===== config.mk =====
export PLATFORM = sky130hd
export DESIGN_NAME = greedy_word_wrap_breaker
export DESIGN_NICKNAME = d
export VERILOG_FILES = /design/src/rtl/gwwb_pkg.sv /design/src/rtl/greedy_word_wrap_breaker.sv
export SDC_FILE = /design/constraint.sdc
export NUM_CORES = 1
export LEC_CHECK = 0
export BUFFER_PORTS_ARGS = -buffer_cell sky130_fd_sc_hd__buf_2
export CORE_ASPECT_RATIO = 0.5
export CORE_UTILIZATION = 40
export CTS_CLUSTER_SIZE = 16
export DETAILED_ROUTE_END_ITERATION = 8
export PLACE_DENSITY = 0.67
export SETUP_SLACK_MARGIN = 0.3
export SLEW_MARGIN = 5
export SYNTH_ARGS = -nofsm -noshare
export SYNTH_HDL_FRONTEND = slang
export SYNTH_SLANG_ARGS = --single-unit

===== constraint.sdc =====
create_clock -name clk -period 37.8 [get_ports clk]
set_clock_uncertainty 0.2 [all_clocks]
set_input_delay 7.56 -clock clk [delete_from_list [all_inputs] [get_ports clk]]
set_output_delay 7.56 -clock clk [all_outputs]
set_load 0.02 [all_outputs]

===== src/rtl/gwwb_pkg.sv =====
package gwwb_pkg;

  localparam int ADDR_BITS = 3;
  localparam int MAX_LINES = 3;

  localparam logic [7:0] CH_TAB   = 8'd9;
  localparam logic [7:0] CH_LF    = 8'd10;
  localparam logic [7:0] CH_CR    = 8'd13;
  localparam logic [7:0] CH_SPACE = 8'd32;

  localparam logic REG_LINE_WIDTH  = 1'b0;
  localparam logic REG_SPACE_WIDTH = 1'b1;

  localparam logic [9:0] LINE_WIDTH_RST  = 10'd320;
  localparam logic [5:0] SPACE_WIDTH_RST = 6'd6;

  typedef struct packed {
    logic [15:0] start_index;
    logic [15:0] char_count;
    logic [9:0]  pixel_width;
    logic        hard_break;
  } line_t;

endpackage


===== src/rtl/greedy_word_wrap_breaker.sv =====
// Greedy word-wrap line breaker. Takes one character per cycle with its glyph
// width and returns one transaction per finished line (start index, character
// count, pixel width, hard-break flag). All line-breaking decisions for a
// character are made in the cycle it is accepted, so a character can enter on
// every clock. One character yields zero to three lines, which leave one per
// cycle unless out_stall is set from a two-entry result queue, so input stalls
// only while the queue is full, when lines leave slower than characters enter.
// line_width sits at address 0 and space_width at address 4; write them only
// while no lines are pending.
module greedy_word_wrap_breaker #(
  parameter int INDEX_BITS = 16
) (
  input  logic                           clk,
  input  logic                           rst_n,
  input  logic                           psel,
  input  logic                           penable,
  input  logic                           pwrite,
  input  logic [gwwb_pkg::ADDR_BITS-1:0] paddr,
  input  logic [31:0]                    pwdata,
  output logic [31:0]                    prdata,
  output logic                           pready,
  input  logic                           in_valid,
  output logic                           in_stall,
  input  logic [7:0]                     in_char_code,
  input  logic [5:0]                     in_glyph_width,
  input  logic                           in_end_of_text,
  output logic                           out_valid,
  input  logic                           out_stall,
  output logic [15:0]                    out_start_index,
  output logic [15:0]                    out_char_count,
  output logic [9:0]                     out_pixel_width,
  output logic                           out_hard_break,
  output logic                           out_last_of_run
);
  import gwwb_pkg::*;

  localparam logic [INDEX_BITS-1:0] IDX_ONE = INDEX_BITS'(1);

  logic [9:0] line_width_r;
  logic [5:0] space_width_r;

  logic [INDEX_BITS-1:0] char_index_r, char_index_nxt;
  logic [INDEX_BITS-1:0] line_begin_r, line_begin_nxt;
  logic [INDEX_BITS-1:0] seg_begin_r, seg_begin_nxt;
  logic [9:0]            line_pixels_r, line_pixels_nxt;
  logic [9:0]            seg_pixels_r, seg_pixels_nxt;
  logic                  blank_run_r, blank_run_nxt;
  logic                  seg_open_r, seg_open_nxt;

  line_t       res_lines[MAX_LINES];
  logic [1:0]  res_cnt;

  line_t       bun_line_r[2][MAX_LINES];
  logic [1:0]  bun_cnt_r[2];
  logic        wr_ptr_r;
  logic        rd_ptr_r;
  logic [1:0]  fill_r;
  logic [1:0]  sub_r;

  logic        cfg_wr;
  logic        in_acc;
  logic        push;
  logic        pop_line;
  logic        last_line;
  logic        pop_bundle;
  line_t       cur_line;

  function automatic line_t mk_line(input logic [INDEX_BITS-1:0] start,
                                    input logic [INDEX_BITS-1:0] count,
                                    input logic [11:0] pix,
                                    input logic hard);
    line_t l;
    l.start_index = 16'(start);
    l.char_count  = 16'(count);
    l.pixel_width = pix[9:0];
    l.hard_break  = hard;
    return l;
  endfunction

  // configuration port
  assign pready = 1'b1;
  assign cfg_wr = psel & penable & pwrite;
  assign prdata = (paddr[2] == REG_SPACE_WIDTH) ? {26'd0, space_width_r}
                                                : {22'd0, line_width_r};

  always_ff @(posedge clk) begin
    if (!rst_n) begin
      line_width_r  <= LINE_WIDTH_RST;
      space_width_r <= SPACE_WIDTH_RST;
    end else if (cfg_wr) begin
      unique case (paddr[2])
        REG_LINE_WIDTH:  line_width_r  <= pwdata[9:0];
        REG_SPACE_WIDTH: space_width_r <= pwdata[5:0];
        default: ;
      endcase
    end
  end

  // line-breaking step for one character
  always_comb begin : step_p
    logic [INDEX_BITS-1:0] i, lb, sb, cnt;
    logic [11:0] lp, sp, lw, sw, unit, t1, t2, t3, t4;
    logic        so, br, is_brk, is_tab, blank, alone, whole;
    logic [1:0]  n;

    i      = char_index_r;
    lb     = line_begin_r;
    sb     = seg_begin_r;
    lp     = 12'(line_pixels_r);
    sp     = 12'(seg_pixels_r);
    so     = seg_open_r;
    br     = blank_run_r;
    lw     = 12'(line_width_r);
    sw     = 12'(space_width_r);
    n      = 2'd0;
    alone  = 1'b0;
    whole  = 1'b1;
    is_brk = (in_char_code == CH_LF) || (in_char_code == CH_CR);
    is_tab = (in_char_code == CH_TAB);
    blank  = is_tab || (in_char_code == CH_SPACE);
    unit   = blank ? sw : 12'(in_glyph_width);
    t1     = sp + sw;
    t2     = sp + (sw << 1);
    t3     = t2 + sw;
    t4     = sp + (sw << 2);
    cnt    = '0;
    for (int k = 0; k < MAX_LINES; k++) res_lines[k] = '0;

    if (is_brk) begin
      if (so) begin
        lp = lp + sp;
        sp = '0;
        so = 1'b0;
        br = 1'b0;
      end
      res_lines[n] = mk_line(lb, i - lb, lp, 1'b1);
      n  = n + 2'd1;
      lb = i + IDX_ONE;
      lp = '0;
    end else begin
      if (!blank && so && br) begin
        lp = lp + sp;
        sp = '0;
        so = 1'b0;
        br = 1'b0;
      end
      if (!is_tab && so && (sp + unit > lw)) begin
        lp = lp + sp;
        sp = '0;
        so = 1'b0;
        br = 1'b0;
      end
      if (!so) begin
        if (!is_tab && (unit > lw)) begin
          if (i != lb) begin
            res_lines[n] = mk_line(lb, i - lb, lp, 1'b0);
            n = n + 2'd1;
          end
          res_lines[n] = mk_line(i, IDX_ONE, unit, 1'b0);
          n     = n + 2'd1;
          lb    = i + IDX_ONE;
          lp    = '0;
          alone = 1'b1;
        end else begin
          sb = i;
          sp = '0;
          so = 1'b1;
          br = blank;
          t1 = sw;
          t2 = sw << 1;
          t3 = t2 + sw;
          t4 = sw << 2;
        end
      end
      if (!alone) begin
        if (blank) br = 1'b1;
        if (is_tab) begin
          whole = (t4 <= lw);
          if (t4 <= lw)      sp = t4;
          else if (t3 <= lw) sp = t3;
          else if (t2 <= lw) sp = t2;
          else if (t1 <= lw) sp = t1;
        end else begin
          sp = sp + unit;
        end
        if (lp + sp > lw) begin
          res_lines[n] = mk_line(lb, sb - lb, lp, 1'b0);
          n  = n + 2'd1;
          lb = sb;
          lp = '0;
        end
        if (is_tab && !whole) begin
          lp = lp + sp;
          sp = '0;
          so = 1'b0;
          br = 1'b0;
        end
      end
    end

    if (in_end_of_text) begin
      cnt = i + IDX_ONE - lb;
      if ((cnt != '0) || so) begin
        res_lines[n] = mk_line(lb, cnt, lp + (so ? sp : 12'd0), 1'b0);
        n = n + 2'd1;
      end
      char_index_nxt  = '0;
      line_begin_nxt  = '0;
      seg_begin_nxt   = '0;
      line_pixels_nxt = '0;
      seg_pixels_nxt  = '0;
      blank_run_nxt   = 1'b0;
      seg_open_nxt    = 1'b0;
    end else begin
      char_index_nxt  = i + IDX_ONE;
      line_begin_nxt  = lb;
      seg_begin_nxt   = sb;
      line_pixels_nxt = lp[9:0];
      seg_pixels_nxt  = sp[9:0];
      blank_run_nxt   = br;
      seg_open_nxt    = so;
    end
    res_cnt = n;
  end

  assign in_stall = (fill_r == 2'd2);
  assign in_acc   = in_valid & ~in_stall;
  assign push     = in_acc & (res_cnt != 2'd0);

  always_ff @(posedge clk) begin
    if (!rst_n) begin
      char_index_r  <= '0;
      line_begin_r  <= '0;
      seg_begin_r   <= '0;
      line_pixels_r <= '0;
      seg_pixels_r  <= '0;
      blank_run_r   <= 1'b0;
      seg_open_r    <= 1'b0;
    end else if (in_acc) begin
      char_index_r  <= char_index_nxt;
      line_begin_r  <= line_begin_nxt;
      seg_begin_r   <= seg_begin_nxt;
      line_pixels_r <= line_pixels_nxt;
      seg_pixels_r  <= seg_pixels_nxt;
      blank_run_r   <= blank_run_nxt;
      seg_open_r    <= seg_open_nxt;
    end
  end

  // result queue: one entry per line-yielding character, drained line by line
  assign out_valid  = (fill_r != 2'd0);
  assign pop_line   = out_valid & ~out_stall;
  assign last_line  = (sub_r == (bun_cnt_r[rd_ptr_r] - 2'd1));
  assign pop_bundle = pop_line & last_line;
  assign cur_line   = bun_line_r[rd_ptr_r][sub_r];

  assign out_start_index = cur_line.start_index;
  assign out_char_count  = cur_line.char_count;
  assign out_pixel_width = cur_line.pixel_width;
  assign out_hard_break  = cur_line.hard_break;
  assign out_last_of_run = last_line;

  always_ff @(posedge clk) begin
    if (push) begin
      bun_line_r[wr_ptr_r] <= res_lines;
      bun_cnt_r[wr_ptr_r]  <= res_cnt;
    end
  end

  always_ff @(posedge clk) begin
    if (!rst_n) begin
      wr_ptr_r <= 1'b0;
      rd_ptr_r <= 1'b0;
      fill_r   <= 2'd0;
      sub_r    <= 2'd0;
    end else begin
      if (push) wr_ptr_r <= ~wr_ptr_r;
      if (pop_bundle) rd_ptr_r <= ~rd_ptr_r;
      fill_r <= fill_r + {1'b0, push} - {1'b0, pop_bundle};
      if (pop_line) sub_r <= last_line ? 2'd0 : sub_r + 2'd1;
    end
  end

endmodule

==> results of run 1 <==
==> state kept, by name (all words and copies together), names as in the netlist, named ones only <==
register / flops
seg_open_r: 1
space_width_r: 6
sub_r: 2
bun_cnt_r: 4
seg_pixels_r: 10
bun_line_r: 254
line_width_r: 10
seg_begin_r: 16
blank_run_r: 1
char_index_r: 16
line_pixels_r: 10
wr_ptr_r: 1
line_begin_r: 16
fill_r: 2
rd_ptr_r: 1
==> synthesized netlist by cell type (16+ instances only) <==
master	n
sky130_fd_sc_hd__ha_1	197
sky130_fd_sc_hd__a21oi_1	196
sky130_fd_sc_hd__and3_1	28
sky130_fd_sc_hd__xor2_1	35
sky130_fd_sc_hd__dfxtp_1	93
sky130_fd_sc_hd__mux2i_1	171
sky130_fd_sc_hd__nand2_1	301
sky130_fd_sc_hd__o21bai_1	27
sky130_fd_sc_hd__a21boi_0	27
sky130_fd_sc_hd__xnor2_1	98
sky130_fd_sc_hd__nand4_1	32
sky130_fd_sc_hd__and2_1	55
sky130_fd_sc_hd__mux4_2	42
sky130_fd_sc_hd__a22oi_1	49
sky130_fd_sc_hd__a211oi_1	16
sky130_fd_sc_hd__a22o_1	16
sky130_fd_sc_hd__nor2_1	225
sky130_fd_sc_hd__o211ai_1	18
sky130_fd_sc_hd__buf_1	29
sky130_fd_sc_hd__nand2b_1	27
sky130_fd_sc_hd__nor2b_1	69
sky130_fd_sc_hd__o22ai_1	64
sky130_fd_sc_hd__a31oi_1	19
sky130_fd_sc_hd__nor3_1	43
sky130_fd_sc_hd__o31ai_1	16
sky130_fd_sc_hd__nand3_1	50
sky130_fd_sc_hd__clkbuf_1	124
sky130_fd_sc_hd__inv_1	182
sky130_fd_sc_hd__o21ai_0	162
sky130_fd_sc_hd__a21o_1	35
sky130_fd_sc_hd__edfxtp_1	258
sky130_fd_sc_hd__o21a_1	33
sky130_fd_sc_hd__buf_4	29
==> layout by cell type (no fill, tap or decap), types with 69 or more instances in the layout <==
cell,Yosys,routed
sky130_fd_sc_hd__nand2_1,301,301
sky130_fd_sc_hd__buf_2,10,88
sky130_fd_sc_hd__edfxtp_1,258,258
sky130_fd_sc_hd__nor2b_1,69,69
sky130_fd_sc_hd__mux2i_1,171,171
sky130_fd_sc_hd__ha_1,197,197
sky130_fd_sc_hd__xnor2_1,98,98
sky130_fd_sc_hd__o21ai_0,162,162
sky130_fd_sc_hd__nor2_1,225,219
sky130_fd_sc_hd__dfxtp_1,93,90
sky130_fd_sc_hd__inv_1,182,182
sky130_fd_sc_hd__a21oi_1,196,196
==> power by group <==
part / internal (mW) / switching (mW) / leakage (nW)
Clock: 0.209 / 0.165 / 0.589
Sequential: 0.425 / 0.00645 / 3.30
Combinational: 0.0559 / 0.0996 / 7.78
Total: 0.690 / 0.271 / 11.7
==> logic make-up after synthesis <==
logic type / count (synthesis)
adders and majority gates: 214
DFF: 351
buffers and inverters: 376
AOI/OAI and AO/OA: 776
xor gates and xnor gates: 133
other: 2
and+or+nand+nor: 898
muxes: 238
==> per-layer routing <==
layer | up-vias | track usage, % | wire (um)
met5 | - | 0 | 0
met4 | 0 | 9.52 | 3440
met3 | 230 | 5.08 | 8140
met2 | 1105 | 39.1 | 39500
met1 | 11507 | 33.5 | 38000
li1 | 10878 | - | -
==> per-stage QoR <==
step                      power [mW]  cell area [sq um]  setup WS [ns]  std cells
after floorplan                0.549              27600           8.61       3009
after global placement         0.590              28700          11.11       3850
after detailed placement       0.594              28700          10.82       3850
after CTS                      0.966              29900          11.38       3916
after global routing           0.995              29900           9.77       3916
final                          0.961              29900          10.89       3916
==> critical path, delay by kind of cell <==
kind / cells / cell delay (ns)
compound gates: 36 / 9.63
xor+xnor: 3 / 0.70
fa+ha+maj: 7 / 2.23
buf+inv: 8 / 2.76
mux: 2 / 0.39
simple gates: 18 / 3.41
==> worst paths after layout <==
check | end | startpoint | depth (start not counted) | slack (ns)
max reg2reg | bun_line_r[0][19]$_DFFE_PP_ | space_width_r[2]$_SDFFE_PN1P_ | 76 | 17.76
min | line_width_r[2]$_SDFFE_PN0P_ | line_width_r[2]$_SDFFE_PN0P_ | 2 | 0.27
min reg2reg | line_width_r[2]$_SDFFE_PN0P_ | line_width_r[2]$_SDFFE_PN0P_ | 2 | 0.27
max | bun_line_r[0][19]$_DFFE_PP_ | in_char_code[4] | 74 | 10.89
==> cell type report <==
cell class	instances	area (sq um)	area share (%)
Timing Repair Buffer	138	816	2.72
Clock buffer	44	941	3.14
Clock inverter	22	255	0.852
Tap cell	897	1120	3.75
Sequential cell	351	9620	32.1
Multi-Input combinational cell	2282	16500	55.1
Inverter	182	683	2.28
==> impl_metrics.sql, run 1 <==
INSERT INTO impl_metrics (metric_group, metric, value, unit) VALUES
('timing', 'fmax', '0.0372', 'GHz'),
('timing', 'slew_at_the_pin_closest_to_its_max_slew_limit', '1.21', 'ns'),
('place', 'place.detailed.hpwl', '62800', 'um'),
('finish', 'final_layout_size_suffix_gt1_share', '10.9', '%'),
('synthesis', 'synth.area.mux_share', '10.8', '%'),
('die', 'chipWidth', '373', 'um'),
('timing', 'holdWs', '0.266', 'ns'),
('worst_setup_path', 'cell_type_with_the_highest_occurrence_count_on_the_critical_path', 'sky130_fd_sc_hd__o21a_1', ''),
('synthesis', 'average_size_of_a_mapped_cell', '9.21', 'sq um'),
('timing', 'maxSlewViolCount', '0', ''),
('synthesis', 'synth-seq-area-share', '34.9', '%'),
('synthesis', 'post_synth_main_area_contributors', 'sky130_fd_sc_hd__edfxtp_1, sky130_fd_sc_hd__ha_1, sky130_fd_sc_hd__dfxtp_1', ''),
('clock_network', 'clk_transition_reported_paths', '0.06', 'ns'),
('worst_setup_path', 'critical_path.max_stage_delay', '0.98', 'ns'),
('timing', 'hold_violations', '0', ''),
('synthesis', 'ys.warnings.count', '0', ''),
('die', 'num_io_pins', '136', ''),
('hold_path', 'hold_class', 'reg2reg', ''),
('timing', 'finalSetupTns', '0', 'ns'),
('grt', 'number_of_antenna_violations_at_the_first_check_in_global_routing', '0', ''),
('clock_network', 'clk_path_buf_depth', '3', ''),
('clock_network', 'cts-resized-gates', '0', ''),
('grt', 'grt_first_pass_wirelength', '134000', 'um'),
('finish', 'finish.utilization', '44.4', '%'),
('synthesis', 'synthDistinctLibCells', '104', ''),
('synthesis', 'netlist_instances', '2988', ''),
('grt', 'grt_overflow_total', '0', ''),
('synthesis', 'synth.top_cell.area_share', '28.2', '%'),
('grt', 'grt_max_degree', '95', ''),
('synthesis', 'synth_compound_gate_area_share', '18.7', '%'),
('clock_network', 'clock-sinks', '351', ''),
('routing', 'drt-pass1-iter-count', '9', ''),
('clock_network', 'number_of_hold_buffers_added_after_cts', '0', ''),
('synthesis', 'post_synth_and_or_nand_nor_area_fraction', '15.6', '%'),
('finish', 'fin_nets', '3257', ''),
('clock_network', 'clock_tree.root_cell', 'sky130_fd_sc_hd__clkbuf_16', ''),
('grt', 'grt_pass1_vias', '22189', ''),
('finish', 'synthToLayoutAreaGrowth', '8.86', '%'),
('routing', 'drcViolationCount', '0', ''),
('clock_network', 'tritoncts', 'yes', ''),
('die', 'die_h', '187', 'um'),
('worst_setup_path', 'critical_path.startpoint_type', 'input pin', ''),
('pwr', 'pwr_density_cell', '32.1', 'mW/mm^2'),
('die', 'core_region_area', '0.0675', 'sq mm'),
('synthesis', 'synth_fa_ha_area_share', '10.0', '%'),
('place', 'placer_congestion_estimate', '0.989', ''),
('worst_setup_path', 'worst_setup_path_end_kind', 'register', ''),
('grt', 'groute.usage.overall', '24.8', '%'),
('synthesis', 'synth_top_cell_by_area', 'sky130_fd_sc_hd__edfxtp_1', ''),
('timing', 'final-setup-viol-count', '0', ''),
('job', 'number_of_maximum_capacitance_violations', '0', ''),
('synthesis', 'xor_xnor_share_of_the_synthesized_area', '4.23', '%'),
('die', 'start_util', '40.8', '%'),
('routing', 'routed-via-count', '23720', ''),
('status', 'outcome', 'finished, final reports clean', ''),
('pwr', 'worst_ir_drop_vdd', '0.0000285', 'V'),
('worst_setup_path', 'crit_arrival', '26.89', 'ns'),
('timing', 'slew_margin_rel', '19.4', '%'),
('routing', 'routed_wl', '89100', 'um'),
('worst_setup_path', 'worst_ep_required_time', '37.79', 'ns'),
('worst_setup_path', 'crit_path_max_fanout', '67', ''),
('place', 'numPortBuffers', '88', ''),
('synthesis', 'synthArstFlopShare', '0', '%'),
('finish', 'fillerInstances', '6459', ''),
('die', 'floorplan.die_area', '0.0699', 'sq mm'),
('pwr', 'leakage', '11.7', 'nW'),
('clock_network', 'cts_inserted_buffers', '36', ''),
('clock_network', 'clock_latency', '0.58', 'ns'),
('synthesis', 'dominant_combinational_cell_family_by_area_after_synthesis', 'compound AO/OA/AOI/OAI gates', ''),
('synthesis', 'syn-cell-area', '0.0275', 'sq mm'),
('timing', 'setup_repair_after_global_routing_missed_its_margin', 'false', '');
(Power assumes the default switching activity.)
==> run 2: changes to the inputs <==
Clock period 37.8 ns to 27.3 ns, I/O delays scaled along.
==> run 2 against run 1 <==
Net effect: clock-buffer cell count decreased by 5; first-iteration DRC count increased by 8.1%; register-to-register slack got worse by 9.3 ns; hold slack improved by 0.0019 ns; non-clock buffer count increased by 7; largest cell class unchanged; highest routed layer is now met5.
==> impl_metrics.sql, run 2 (same netlist as run 1, synthesis figures left out) <==
INSERT INTO impl_metrics (metric_group, metric, value, unit) VALUES
('clock_network', 'number_of_hold_buffers_added_after_cts', '0', ''),
('clock_network', 'clk_transition_reported_paths', '0.07', 'ns'),
('clock_network', 'postCtsSetupRepairBufs', '0', ''),
('worst_setup_path', 'crit_arrival', '23.74', 'ns'),
('die', 'floorplan.die_area', '0.0699', 'sq mm'),
('worst_setup_path', 'timing_worst_setup_path_type', 'in2reg', ''),
('pwr', 'switching_power', '378', 'uW'),
('clock_network', 'cts_inserted_buffers', '35', ''),
('clock_network', 'clk_path_buf_depth', '3', ''),
('clock_network', 'clock_tree.root_cell', 'sky130_fd_sc_hd__clkbuf_16', ''),
('clock_network', 'number_of_h_tree_levels', '2', ''),
('finish', 'max_flop_register', 'bun_line_r', ''),
('grt', 'groute.usage.overall', '25.4', '%'),
('routing', 'drcViolationCount', '0', ''),
('place', 'place.detailed.hpwl', '63900', 'um'),
('job', 'number_of_maximum_capacitance_violations', '0', ''),
('pwr', 'worst_ir_drop_vdd', '0.0000341', 'V'),
('finish', 'synthToLayoutAreaGrowth', '9.05', '%'),
('timing', 'final_period_minus_worst_setup_slack', '23.71', 'ns'),
('worst_setup_path', 'crit_path_max_fanout', '41', ''),
('place', 'total_placed_instance_area', '0.0288', 'sq mm'),
('worst_setup_path', 'cell_type_with_the_highest_occurrence_count_on_the_critical_path', 'sky130_fd_sc_hd__o21a_1', ''),
('pwr', 'power.share.combinational', '16.4', '%'),
('worst_setup_path', 'cp_slowest_cell', 'sky130_fd_sc_hd__o21ai_1', ''),
('timing', 'hold_violations', '0', ''),
('routing', 'vias_per_cell', '6.02', ''),
('die', 'die_h', '187', 'um'),
('die', 'start_util', '40.8', '%'),
('die', 'chipWidth', '373', 'um'),
('status', 'outcome', 'finished, final reports clean', ''),
('timing', 'slew_at_the_pin_closest_to_its_max_slew_limit', '1.23', 'ns'),
('pwr', 'pwr-share-seq', '45.1', '%'),
('grt', 'grt_overflow_total', '0', ''),
('clock_network', 'clock_latency', '0.57', 'ns'),
('worst_setup_path', 'cpLargestDelayFamily', 'compound AO/OA/AOI/OAI gates', ''),
('clock_network', 'cts-resized-gates', '0', ''),
('timing', 'finalCritPeriodShare', '86.9', '%'),
('grt', 'grt_first_pass_wirelength', '137000', 'um'),
('timing', 'slew_margin_rel', '17.9', '%'),
('clock_network', 'clock-sinks', '351', ''),
('timing', 'setup_repair_after_global_routing_missed_its_margin', 'false', ''),
('finish', 'fin_nets', '3263', ''),
('die', 'num_io_pins', '136', ''),
('grt', 'grt_pass1_vias', '22506', ''),
('worst_setup_path', 'critical_path.max_stage_delay', '0.97', 'ns'),
('routing', 'wl_per_cell', '23.1', 'um'),
('timing', 'maxSlewViolCount', '0', ''),
('die', 'rows', '67', ''),
('clock_network', 'tritoncts', 'yes', ''),
('routing', 'routed_wl', '90500', 'um'),
('worst_setup_path', 'timing.critical_path.buf_inv', '5', ''),
('worst_setup_path', 'worst_ep_required_time', '27.33', 'ns'),
('timing', 'final-setup-viol-count', '0', ''),
('grt', 'grt_max_degree', '130', ''),
('pwr', 'leakage', '11.7', 'nW'),
('die', 'core_region_area', '0.0675', 'sq mm'),
('timing', 'finalSetupTns', '0', 'ns'),
('routing', 'drt-pass1-iter-count', '6', ''),
('place', 'placer_congestion_estimate', '0.960', ''),
('routing', 'routed-via-count', '23613', ''),
('pwr', 'pwr-share-clk', '38.5', '%'),
('finish', 'final_layout_size_suffix_gt1_share', '11.1', '%'),
('finish', 'post-route-cell-area', '0.0300', 'sq mm'),
('finish', 'antenna_cells_inserted', '0', ''),
('worst_setup_path', 'worst_setup_path_end_kind', 'register', ''),
('routing', 'route.antenna.remaining_nets', '0', ''),
('finish', 'largest_reg_flops', '254', ''),
('pwr', 'swShare', '28.5', '%'),
('place', 'numPortBuffers', '88', ''),
('timing', 'fmax', '0.0422', 'GHz'),
('pwr', 'p_int', '946', 'uW'),
('grt', 'number_of_antenna_violations_at_the_first_check_in_global_routing', '2', ''),
('routing', 'detailedRoute.firstIterationViolations', '2448', ''),
('pwr', 'pwr_density_cell', '44.2', 'mW/mm^2'),
('finish', 'final_cell_mix', 'sky130_fd_sc_hd__nand2_1, sky130_fd_sc_hd__edfxtp_1, sky130_fd_sc_hd__nor2_1', ''),
('hold_path', 'hold_class', 'reg2reg', ''),
('worst_setup_path', 'critical_path.startpoint_type', 'input pin', ''),
('finish', 'most_common_cell_after_layout_fill_and_taps_aside', 'sky130_fd_sc_hd__nand2_1', '');
==> run 2: changes by cell type in the layout (fill, tap and decap cells not counted), sizes merged <==
cell | before | now
clkbuf | 44 | 39
inv | 188 | 187
clkinvlp | 0 | 3
buf | 138 | 145
==> run 2: worst reg2reg max path: cells and delay by family (launching register included) <==
kind,cells,cell delay (ns)
flops,1,0.66
buf+inv,5,1.41
mux,1,0.07
fa+ha+maj,7,2.26
xor+xnor,3,0.65
compound gates,36,9.24
simple gates,18,4.04
==> run 2: metal layers <==
metal / vias up / share of wire, % / track usage (%)
met5: - / 0.015 / 0
met3: 211 / 8.9 / 4.43
met1: 11400 / 43 / 34.5
met2: 1126 / 44 / 40.4
met4: 2 / 3.7 / 9.41
li1: 10874 / - / -
==> run 2: final cells by class <==
class                   count  area [sq um]
fillers                  6418         37500
inverters                 182           683
clock buffers              39           891
repair buffers            145           906
clock inverters            24           278
well taps                 897          1120
flip-flops and latches    351          9620
multi-input cells        2282         16500
==> run 2: per-stage QoR <==
step / total power, mW / std cells / hold slack, ns / worst slack, ns / utilization [%]
final: 1.32 / 3920 / 0.268 / 3.59 / 44.4
after global routing: 1.37 / 3920 / 0.317 / 2.65 / 44.4
after CTS: 1.33 / 3920 / 0.270 / 4.13 / 44.4
after detailed placement: 0.823 / 3857 / 0.261 / 3.59 / 42.7
after global placement: 0.818 / 3857 / 0.254 / 3.80 / 42.7
after floorplan: 0.759 / 3009 / 0.243 / 2.45 / -
==> run 2: worst paths after layout <==
path	cells after the start	slack, ns	end	start
hold reg to reg	2	0.27	line_width_r[5]$_SDFFE_PN0P_	line_width_r[5]$_SDFFE_PN0P_
setup reg to reg	70	8.50	bun_line_r[0][30]$_DFFE_PP_	space_width_r[2]$_SDFFE_PN1P_
setup / recovery	68	3.59	bun_line_r[0][30]$_DFFE_PP_	in_char_code[4]
hold / removal	2	0.27	line_width_r[5]$_SDFFE_PN0P_	line_width_r[5]$_SDFFE_PN0P_
==> run 2: power by group through the flow <==
stage	registers, mW	logic (mW)	clock network (mW)
detailed placement	0.609	0.214	0
global route	0.599	0.234	0.538
CTS	0.598	0.215	0.518
finish	0.597	0.217	0.510
floorplan	0.607	0.152	0
global placement	0.608	0.210	0
